**src/hdl/gbpf_pkg.sv**
```systemverilog
// ----------------------------------------------------------------------------
// gbpf_pkg
// Shared types and constants for the glyph blitter: function codes, status
// codes, configuration indexes and the controller/datapath command bundles.
// ----------------------------------------------------------------------------
package gbpf_pkg;

    // Printable character range held in the glyph store
    localparam logic [7:0] FIRST_CODE  = 8'd32;
    localparam logic [7:0] LAST_CODE   = 8'd126;
    localparam int         GLYPH_COUNT = 95;

    // Field and register widths
    localparam int FONT_W_W   = 5;
    localparam int FONT_H_W   = 6;
    localparam int CFG_IDX_W  = 1;
    localparam int CFG_DATA_W = 6;

    // Item function codes
    typedef enum logic [1:0] {
        FUNC_LOAD   = 2'd0,
        FUNC_CURSOR = 2'd1,
        FUNC_DRAW   = 2'd2,
        FUNC_READ   = 2'd3
    } func_t;

    // Result status codes
    localparam logic [1:0] STATUS_OK       = 2'd0;
    localparam logic [1:0] STATUS_BAD_CODE = 2'd1;
    localparam logic [1:0] STATUS_NO_FIT   = 2'd2;

    // Configuration register indexes
    typedef enum logic [CFG_IDX_W-1:0] {
        CFG_FONT_WIDTH  = 1'd0,
        CFG_FONT_HEIGHT = 1'd1
    } cfg_idx_t;

    // Commands from controller to datapath
    typedef struct packed {
        logic clear;      // zero one frame byte of the reset sweep
        logic take;       // latch the accepted item
        logic check;      // evaluate the item, do single-step work
        logic fetch;      // read one glyph row
        logic col_read;   // read one frame byte of the glyph cell
        logic col_write;  // merge and write that frame byte
        logic finish;     // load the result register, update the cursor
    } dp_cmd_t;

    // Status from datapath to controller
    typedef struct packed {
        logic clear_last;
        logic draw_go;
        logic fetch_last;
        logic walk_last;
        logic out_free;
    } dp_stat_t;

endpackage

```
**src/hdl/gbpf_ctrl.sv**
```systemverilog
// ----------------------------------------------------------------------------
// gbpf_ctrl
// Sequencer for the glyph blitter: reset sweep of the frame buffer, item
// intake, glyph row fetch, read-modify-write walk over the glyph cell and
// result handoff.
// ----------------------------------------------------------------------------
module gbpf_ctrl (
    input  logic               clk,
    input  logic               rst_n,
    input  logic               in_valid,
    output logic               in_ready,
    output gbpf_pkg::dp_cmd_t  cmd,
    input  gbpf_pkg::dp_stat_t stat
);
    import gbpf_pkg::*;

    typedef enum logic [2:0] {
        ST_CLEAR,
        ST_IDLE,
        ST_CHECK,
        ST_FETCH,
        ST_READ,
        ST_WRITE,
        ST_DONE
    } state_t;

    state_t state_reg;
    state_t state_next;

    // Decode commands from the current state
    always_comb
    begin
        cmd        = '0;
        state_next = state_reg;
        in_ready   = 1'b0;
        unique case (state_reg)
            ST_CLEAR:
            begin
                cmd.clear = 1'b1;
                if (stat.clear_last)
                    state_next = ST_IDLE;
            end
            ST_IDLE:
            begin
                in_ready = 1'b1;
                if (in_valid)
                begin
                    cmd.take   = 1'b1;
                    state_next = ST_CHECK;
                end
            end
            ST_CHECK:
            begin
                cmd.check  = 1'b1;
                state_next = stat.draw_go ? ST_FETCH : ST_DONE;
            end
            ST_FETCH:
            begin
                cmd.fetch = 1'b1;
                if (stat.fetch_last)
                    state_next = ST_READ;
            end
            ST_READ:
            begin
                cmd.col_read = 1'b1;
                state_next   = ST_WRITE;
            end
            ST_WRITE:
            begin
                cmd.col_write = 1'b1;
                state_next    = stat.walk_last ? ST_DONE : ST_READ;
            end
            ST_DONE:
            begin
                if (stat.out_free)
                begin
                    cmd.finish = 1'b1;
                    state_next = ST_IDLE;
                end
            end
            default:
            begin
                state_next = ST_IDLE;
            end
        endcase
    end

    // Hold state; reset starts the frame buffer sweep
    always_ff @(posedge clk or negedge rst_n)
    begin
        if (!rst_n)
            state_reg <= ST_CLEAR;
        else
            state_reg <= state_next;
    end

endmodule

```
**config.mk**
```make
export PLATFORM = sky130hd
export DESIGN_NAME = gbpf_ctrl
export DESIGN_NICKNAME = d
export VERILOG_FILES = /design/src/hdl/gbpf_pkg.sv /design/src/hdl/gbpf_ctrl.sv
export SDC_FILE = /design/constraint.sdc
export NUM_CORES = 1
export LEC_CHECK = 0
export ABC_AREA = 1
export BUFFER_PORTS_ARGS = -buffer_cell sky130_fd_sc_hd__buf_2
export CAP_MARGIN = 40
export CELL_PAD_IN_SITES_DETAIL_PLACEMENT = 1
export CELL_PAD_IN_SITES_GLOBAL_PLACEMENT = 1
export CORE_AREA = 2 2 39 41
export CTS_BUF_LIST = sky130_fd_sc_hd__clkbuf_4 sky130_fd_sc_hd__clkbuf_8
export CTS_CLUSTER_DIAMETER = 40
export CTS_CLUSTER_SIZE = 28
export DETAILED_ROUTE_END_ITERATION = 8
export DIE_AREA = 0 0 41 43
export GPL_TIMING_DRIVEN = 0
export PLACE_DENSITY_LB_ADDON = 0.1
export SKIP_CTS_REPAIR_TIMING = 1
export SYNTH_ARGS = -nofsm -noshare
export SYNTH_HDL_FRONTEND = slang
export SYNTH_SLANG_ARGS = --single-unit
```
**constraint.sdc**
```tcl
create_clock -name clk -period 1.3 [get_ports clk]
set_input_delay 0.13 -clock clk [delete_from_list [all_inputs] [get_ports clk]]
set_output_delay 0.13 -clock clk [all_outputs]
set_load 0.02 [all_outputs]
```
# Word level (Yosys, flattened, before mapping)
# Index checks and enable logic that the tools add are counted.
[op_classes]
eq_ne = 10
reduce_logical = 2
n_mux = 17
[ops]
columns = ["operator", "count"]
rows = [
  ["3-bit case mux with 7 select lines", 1],
  ["3-bit 2-to-1 mux", 5],
  ["1-bit 2-to-1 mux", 10],
  ["3-bit == test, second input constant", 3],
  ["2-bit inequality test, second input constant", 4],
  ["3-bit by 2-bit == test with 1-bit output, second input constant", 2],
  ["4-bit AND reduction", 1],
  ["3-bit by 1-bit == test with 1-bit output, second input constant", 1],
  ["3-bit zero test", 1],
  ["2-bit 2-to-1 mux", 1],
]
[word_totals]
register_bits = 3
out_inout_bits = 8
in_bits = 8

# Longest topological paths before layout
# Gate-level depths: netlist of the first run.
[depth]
word_depth = 3
ltp_mapped = 8
mapped_depth_nobuf = 7

# Worst setup path before layout of the first run
# Ideal clock, no wire load.
[synth_path]
kind = "reg-to-output"
from = "register state_reg[2]"
to = "output cmd[0] (netlist bit)"
required_time_ps = 1170
setup_slack_ps = -51
arrival_time_ps = 1221
stages_incl_launch_ff = 3
cell_sequence = "dfrtp_1 -> inv_2 -> nor4_1"
[synth_lines]
columns = ["element", "line_no", "rtl"]
rows = [
  ["start: declaration", "gbpf_ctrl.sv:27", "state_t state_reg;"],
  ["start signal: assignment", "gbpf_ctrl.sv:94", "state_reg <= state_next;"],
  ["end: declaration", "gbpf_ctrl.sv:12", "output gbpf_pkg::dp_cmd_t cmd,"],
]

==> impl_metrics.prom, run 1 <==
# TYPE chip_impl_metric gauge
chip_impl_metric{name="largest_net_degree_at_the_start_of_global_routing",unit=""} 11
chip_impl_metric{name="postRouteWirelength",unit="µm"} 935
chip_impl_metric{name="globalRouteMet2Util",unit=""} 0.166
chip_impl_metric{name="global_route.usage.met1",unit=""} 0.136
chip_impl_metric{name="layout.cell_area.non_filler",unit="µm²"} 548
chip_impl_metric{name="fill_cells",unit=""} 198
chip_impl_info{name="top_usage_layer",value="met2"} 1
chip_impl_metric{name="routabilityCongestion",unit=""} 0.657
chip_impl_metric{name="drt_pre_antenna_iters",unit=""} 2
chip_impl_metric{name="max_cap_violations",unit=""} 0
chip_impl_metric{name="leakagePower",unit="nW"} 0.346
chip_impl_metric{name="mappedNetlistNets",unit=""} 66
chip_impl_metric{name="slew_viol_final",unit=""} 0
chip_impl_metric{name="post_route_setup_tns",unit="ns"} -0.0329
chip_impl_metric{name="worst_slew_margin_rel",unit=""} 0.869
chip_impl_metric{name="cellPowerDensity",unit="nW/µm²"} 2390
chip_impl_metric{name="multi_input_comb_area",unit="µm²"} 225
chip_impl_info{name="root_buffer",value="clkbuf_4"} 1
chip_impl_metric{name="area_growth",unit="%"} 59.3
chip_impl_info{name="cpMaxStageDelayCell",value="dfrtp_2"} 1
chip_impl_metric{name="ff_latch_area",unit="µm²"} 76.3
chip_impl_metric{name="htreeDepth",unit=""} 1
chip_impl_metric{name="initial_utilization",unit=""} 0.249
chip_impl_metric{name="setup_violations",unit=""} 2
chip_impl_metric{name="route.detailed.drc",unit=""} 0
chip_impl_metric{name="insertedDiodeCount",unit=""} 0
chip_impl_metric{name="required",unit="ns"} 1.17
chip_impl_metric{name="place.detailed.instances",unit=""} 88
chip_impl_info{name="tritoncts_clock_tree",value="built"} 1
chip_impl_metric{name="syn_inst",unit=""} 57
chip_impl_metric{name="hpwlAfterDp",unit="µm"} 700
chip_impl_metric{name="die_width",unit="µm"} 41
chip_impl_metric{name="placed_area",unit="µm²"} 445
chip_impl_metric{name="reg2reg_slack",unit="ns"} 0.06
chip_impl_metric{name="grt_first_pass_wirelength",unit="mm"} 1.30
chip_impl_metric{name="peak_vdd_ir",unit="V"} 0.000788
chip_impl_metric{name="holdWs",unit="ns"} 0.227
chip_impl_metric{name="dp_worst_setup_slack",unit="ns"} 0.0358
chip_impl_metric{name="post_layout_nonfiller_instances",unit=""} 95
chip_impl_metric{name="fmax",unit="GHz"} 0.753
chip_impl_metric{name="clock_sink_count",unit=""} 3
chip_impl_metric{name="number_of_antenna_violations_at_the_first_check_in_global_routing",unit=""} 0
chip_impl_metric{name="global_route.overflow_total",unit=""} 0
chip_impl_metric{name="yosys.cell_types.count",unit=""} 16
chip_impl_info{name="crit_path_start_kind",value="flip-flop"} 1
chip_impl_metric{name="clock_insertion_delay_worst_skew",unit="ns"} 0.23
chip_impl_metric{name="finalNetCount",unit=""} 89
chip_impl_metric{name="post_synth_instance_area",unit="µm²"} 344
chip_impl_metric{name="yosys_warnings",unit=""} 0
chip_impl_metric{name="die_h",unit="µm"} 43
chip_impl_metric{name="via_count",unit=""} 422
chip_impl_metric{name="postSynthRegisterBits",unit=""} 3
chip_impl_metric{name="cp_max_fo",unit=""} 7
chip_impl_metric{name="post_synth.cell_area_avg",unit="µm²"} 6.04
chip_impl_metric{name="cts_buffer_depth",unit=""} 2
chip_impl_info{name="outcome",value="finished with violations"} 1
chip_impl_metric{name="worst-endpoint-arrival",unit="ns"} 1.20
chip_impl_metric{name="largest_register_ffs",unit=""} 3
chip_impl_metric{name="core_area",unit="µm²"} 1380
chip_impl_metric{name="io_buffer_count",unit=""} 15
chip_impl_metric{name="floorplan.die_area",unit="µm²"} 1760
chip_impl_metric{name="track_usage",unit=""} 0.108
chip_impl_metric{name="dr.first_iter.drc_count",unit=""} 4
chip_impl_metric{name="transition_time_at_the_pin_with_the_least_slew_margin",unit="ns"} 0.194
chip_impl_metric{name="drtAntennaViolNets",unit=""} 0
chip_impl_metric{name="grtUsageMet3",unit=""} 0
chip_impl_metric{name="final-hold-violation-count",unit=""} 0
chip_impl_info{name="worstHoldPathType",value="in2async"} 1
chip_impl_info{name="violations",value="setup timing"} 1
chip_impl_metric{name="worst_clock_skew",unit="ns"} 0.00136
chip_impl_metric{name="postLayoutSetupSlackWorst",unit="ns"} -0.0284
chip_impl_metric{name="avg_vias_per_cell",unit=""} 4.44
chip_impl_metric{name="cp_slowest_stage_delay",unit="ns"} 0.45
chip_impl_metric{name="fraction_of_final_layout_cells_sized_beyond_drive_strength_1",unit=""} 0.468
chip_impl_metric{name="number_of_global_route_vias_before_repair",unit=""} 374
chip_impl_info{name="crit_path_cell_trace",value="inv_4 > nand3_4 > nor2_1 > buf_4"} 1
chip_impl_metric{name="std_cell_rows",unit=""} 14
chip_impl_metric{name="final_min_period_over_clock_period",unit=""} 1.02
chip_impl_metric{name="io_pins",unit=""} 16
chip_impl_metric{name="synth-seq-area-share",unit=""} 0.218
chip_impl_metric{name="cts_made_buffers",unit=""} 3
chip_impl_metric{name="period_minus_slack",unit="ns"} 1.33
chip_impl_info{name="path_class",value="reg2out"} 1
chip_impl_metric{name="wl_per_cell",unit="µm"} 9.84
chip_impl_metric{name="clock_transition_at_the_registers_of_the_reported_paths",unit="ns"} 0.04
chip_impl_info{name="grt_setup_unrepaired",value="yes"} 1
chip_impl_info{name="cp-end-kind",value="output port"} 1
## path summary, 6_finish.rpt
path / start / endpoint / depth (start not counted)
worst max-delay path: state_reg[2] / cmd[5] / 4
max in group asynchronous: rst_n / state_reg[2] / 2
worst min-delay path: rst_n / state_reg[0] / 2
worst min register to register: state_reg[2] / state_reg[2] / 2
worst max register to register: state_reg[1] / state_reg[1] / 8
min in group clk: stat[3] / state_reg[0] / 5
## layout make-up
| type | instances | area share |
|---|---|---|
| inverter | 15 | 0.116 |
| clock buffer | 4 | 0.0548 |
| sequential | 3 | 0.139 |
| multi-input combinational | 37 | 0.411 |
| timing repair buffer | 18 | 0.201 |
| tap | 16 | 0.0365 |
| buffer | 2 | 0.0411 |
## per-stage QoR
stage / util / total power, mW
2_1_floorplan: - / 0.778
3_3_place_gp: 0.322 / 0.973
3_5_place_dp: 0.322 / 0.975
4_1_cts: 0.344 / 1.16
5_1_grt: 0.396 / 1.43
6_report: 0.396 / 1.31
## cell usage in the layout, fill, tap and decap left out
| cell type | instances |
|---|---|
| buf_2 | 11 |
| buf_4 | 6 |
| buf_6 | 2 |
| clkbuf_4 | 4 |
| dfrtp_1 | 2 |
| dfrtp_2 | 1 |
| dlygate4sd3_1 | 1 |
| ha_1 | 1 |
| inv_1 | 11 |
| inv_2 | 2 |
| inv_4 | 1 |
| inv_6 | 1 |
| nand2_1 | 14 |
| nand2_2 | 1 |
| nand3_1 | 2 |
| nand3_2 | 2 |
| nand3_4 | 1 |
| nand4_1 | 1 |
| nand4_2 | 1 |
| nor2_1 | 6 |
| nor2_2 | 2 |
| nor2_4 | 1 |
| nor3_1 | 1 |
| nor4_4 | 1 |
| o21ai_0 | 2 |
| o21ai_1 | 1 |
## cell families (layout without fill, tap and decap cells)
| kind of cell | count (synthesis) | count (layout) | synth area share |
|---|---|---|---|
| fa+ha+maj | 1 | 1 | 0.0364 |
| simple gates | 33 | 33 | 0.473 |
| compound gates | 3 | 3 | 0.0436 |
| buf+inv | 17 | 39 | 0.229 |
| flops | 3 | 3 | 0.218 |
## metal layers
metal / up-vias / routed length, µm
li1: 218 / -
met1: 196 / 406
met2: 8 / 494
met3: 0 / 34
met4: 0 / 0
met5: - / 0
## report_power, final
group / switching [mW] / leakage, nW / internal [mW]
clock network: 0.0427 / 0.0184 / 0.135
logic: 0.585 / 0.290 / 0.362
registers: 0.0435 / 0.0372 / 0.138
## worst max-delay path, delay by kind of cell (launching register included)
family	cells	cell delay, ns
flops	1	0.45
buf+inv	2	0.29
simple gates	2	0.22
## synthesized netlist by cell type, drive strengths merged
| cell | instances | area (µm²) |
|---|---|---|
| buf | 2 | 22.5 |
| dfrtp | 3 | 75.1 |
| ha | 1 | 12.5 |
| inv | 15 | 56.3 |
| nand2 | 15 | 58.8 |
| nand3 | 5 | 35.0 |
| nand4 | 2 | 18.8 |
| nor2 | 9 | 38.8 |
| nor3 | 1 | 5.00 |
| nor4 | 1 | 6.26 |
| o21ai | 3 | 15.0 |
(Power assumes the default switching activity.)
==> inputs of run 2 (changes only) <==
--- a/config.mk
+++ b/config.mk
@@ -17,7 +17,7 @@
 export DETAILED_ROUTE_END_ITERATION = 8
 export DIE_AREA = 0 0 41 43
 export GPL_TIMING_DRIVEN = 0
-export PLACE_DENSITY_LB_ADDON = 0.1
+export PLACE_DENSITY = 0.68
 export SKIP_CTS_REPAIR_TIMING = 1
 export SYNTH_ARGS = -nofsm -noshare
 export SYNTH_HDL_FRONTEND = slang
==> run 2 against run 1 <==
Compared with the run above: the flow still finishes with violations (setup timing); register-to-register slack worse by 0.02 ns; global-route usage down 1.7 points; sequential share of layout area down 0.46 points; combinational power up 5.2%; sequential power about the same; non-clock buffer count up 1; maximum frequency up 1.3%; largest cell class unchanged; highest routed layer unchanged.
==> impl_metrics.prom, run 2 (synthesized netlist as in run 1, its figures left out) <==
# TYPE chip_impl_metric gauge
chip_impl_metric{name="drtAntennaViolNets",unit=""} 0
chip_impl_metric{name="period_minus_slack",unit="ns"} 1.31
chip_impl_metric{name="insertedDiodeCount",unit=""} 0
chip_impl_metric{name="wirelength_met1",unit="µm"} 467
chip_impl_metric{name="floorplan.die_area",unit="µm²"} 1760
chip_impl_metric{name="clock_insertion_delay_worst_skew",unit="ns"} 0.23
chip_impl_metric{name="htreeDepth",unit=""} 1
chip_impl_metric{name="cp_slowest_stage_delay",unit="ns"} 0.34
chip_impl_metric{name="required",unit="ns"} 1.17
chip_impl_metric{name="number_of_global_route_vias_before_repair",unit=""} 322
chip_impl_metric{name="cellPowerDensity",unit="nW/µm²"} 2410
chip_impl_metric{name="area_growth",unit="%"} 64.7
chip_impl_metric{name="postLayoutSetupSlackWorst",unit="ns"} -0.0115
chip_impl_metric{name="transition_time_at_the_pin_with_the_least_slew_margin",unit="ns"} 0.187
chip_impl_metric{name="io_buffer_count",unit=""} 15
chip_impl_metric{name="fraction_of_final_layout_cells_sized_beyond_drive_strength_1",unit=""} 0.500
chip_impl_metric{name="peak_vdd_ir",unit="V"} 0.000682
chip_impl_metric{name="largest_register_ffs",unit=""} 3
chip_impl_metric{name="cp_max_fo",unit=""} 8
chip_impl_metric{name="std_cell_rows",unit=""} 14
chip_impl_info{name="worstHoldPathType",value="in2async"} 1
chip_impl_metric{name="worst_clock_skew",unit="ns"} 0.00254
chip_impl_metric{name="initial_utilization",unit=""} 0.249
chip_impl_metric{name="die_width",unit="µm"} 41
chip_impl_metric{name="avg_vias_per_cell",unit=""} 4.34
chip_impl_metric{name="max_cap_violations",unit=""} 0
chip_impl_info{name="cp-end-kind",value="output port"} 1
chip_impl_info{name="path_class",value="reg2out"} 1
chip_impl_metric{name="clock_transition_at_the_registers_of_the_reported_paths",unit="ns"} 0.04
chip_impl_metric{name="grt_first_pass_wirelength",unit="mm"} 1.18
chip_impl_metric{name="die_h",unit="µm"} 43
chip_impl_metric{name="routabilityCongestion",unit=""} 0.730
chip_impl_info{name="violations",value="setup timing"} 1
chip_impl_info{name="outcome",value="finished with violations"} 1
chip_impl_metric{name="finalNetCount",unit=""} 90
chip_impl_info{name="crit_path_cell_trace",value="buf_6 > inv_6 > nor4_4 > buf_4"} 1
chip_impl_metric{name="wl_per_cell",unit="µm"} 9.85
chip_impl_metric{name="postRouteWirelength",unit="µm"} 946
chip_impl_info{name="root_buffer",value="clkbuf_4"} 1
chip_impl_metric{name="hpwlAfterDp",unit="µm"} 672
chip_impl_info{name="grt_setup_unrepaired",value="yes"} 1
chip_impl_metric{name="worst_slew_margin_rel",unit=""} 0.874
chip_impl_info{name="cpMaxStageDelayCell",value="dfrtp_1"} 1
chip_impl_metric{name="cts_made_buffers",unit=""} 3
chip_impl_metric{name="via_count",unit=""} 417
chip_impl_metric{name="route.detailed.drc",unit=""} 0
chip_impl_info{name="top_layer_used",value="met3"} 1
chip_impl_metric{name="final-hold-violation-count",unit=""} 0
chip_impl_metric{name="post_route_setup_tns",unit="ns"} -0.0115
chip_impl_metric{name="cts_buffer_depth",unit=""} 2
chip_impl_metric{name="clock_sink_count",unit=""} 3
chip_impl_metric{name="final_min_period_over_clock_period",unit=""} 1.01
chip_impl_info{name="tritoncts_clock_tree",value="built"} 1
chip_impl_metric{name="number_of_antenna_violations_at_the_first_check_in_global_routing",unit=""} 0
chip_impl_metric{name="fmax",unit="GHz"} 0.762
chip_impl_metric{name="dr.first_iter.drc_count",unit=""} 1
chip_impl_metric{name="setup_violations",unit=""} 1
chip_impl_info{name="leading_cell_types_in_the_layout_fill_and_taps_excluded",value="nand2_1, inv_1, buf_2"} 1
chip_impl_metric{name="core_area",unit="µm²"} 1380
chip_impl_metric{name="worst-endpoint-arrival",unit="ns"} 1.18
chip_impl_metric{name="drt_pre_antenna_iters",unit=""} 3
chip_impl_metric{name="io_pins",unit=""} 16
chip_impl_metric{name="leakagePower",unit="nW"} 0.354
chip_impl_metric{name="largest_net_degree_at_the_start_of_global_routing",unit=""} 11
chip_impl_metric{name="post_layout_nonfiller_instances",unit=""} 96
chip_impl_metric{name="wl_met2",unit="µm"} 451
chip_impl_metric{name="wl_met3",unit="µm"} 27
chip_impl_metric{name="track_usage",unit=""} 0.0906
chip_impl_metric{name="power.total",unit="mW"} 1.36
chip_impl_metric{name="global_route.overflow_total",unit=""} 0
chip_impl_metric{name="slew_viol_final",unit=""} 0
chip_impl_info{name="crit_path_start_kind",value="flip-flop"} 1
chip_impl_metric{name="place.detailed.instances",unit=""} 88
## run 2: layout make-up
cell class / instances / area [µm²]
tap: 16 / 20.0
buffer: 2 / 22.5
timing repair buffer: 19 / 119
fill: 191 / 817
clock buffer: 4 / 30.0
sequential: 3 / 76.3
multi-input combinational: 37 / 233
inverter: 15 / 66.3
## run 2: critical path: cells and delay by family, from the launching register on
| family | cells | cell delay (ns) |
|---|---|---|
| flip-flops | 1 | 0.34 |
| buffers and inverters | 3 | 0.38 |
| AND/OR/NAND/NOR | 1 | 0.23 |
## run 2: per-layer routing
metal  vias to the layer above  track usage
li1                        220            -
met1                       191        0.130
met2                         6        0.138
met3                         0       0.0157
met4                         0       0.0200
met5                         -            0
## run 2: worst paths after layout
check                             startpoint      endpoint  slack [ns]  cells past startpoint
worst max-delay path            state_reg[1]        cmd[0]       -0.01                      4
worst max register to register  state_reg[1]  state_reg[2]        0.04                      8
max in group asynchronous              rst_n  state_reg[2]        0.94                      2
worst min register to register  state_reg[1]  state_reg[1]        0.69                      3
min in group clk                     stat[3]  state_reg[0]        0.25                      5
worst min-delay path                   rst_n  state_reg[1]        0.24                      2
## run 2: per-stage QoR
stage	hold slack (ns)	setup WS, ns	utilization	area, µm²
6_report	0.240	-0.0115	0.410	567
5_1_grt	0.257	-0.0724	0.410	567
4_1_cts	-0.314	-0.0836	0.344	475
3_5_place_dp	-0.0729	0.0309	0.322	445
3_3_place_gp	-0.0766	0.0367	0.322	445
2_1_floorplan	-0.166	0.125	-	350
## run 2: power by group
group          total [mW]  switching [mW]  internal, mW
sequential          0.185          0.0466         0.138
clock               0.183          0.0473         0.136
combinational       0.997           0.607         0.390
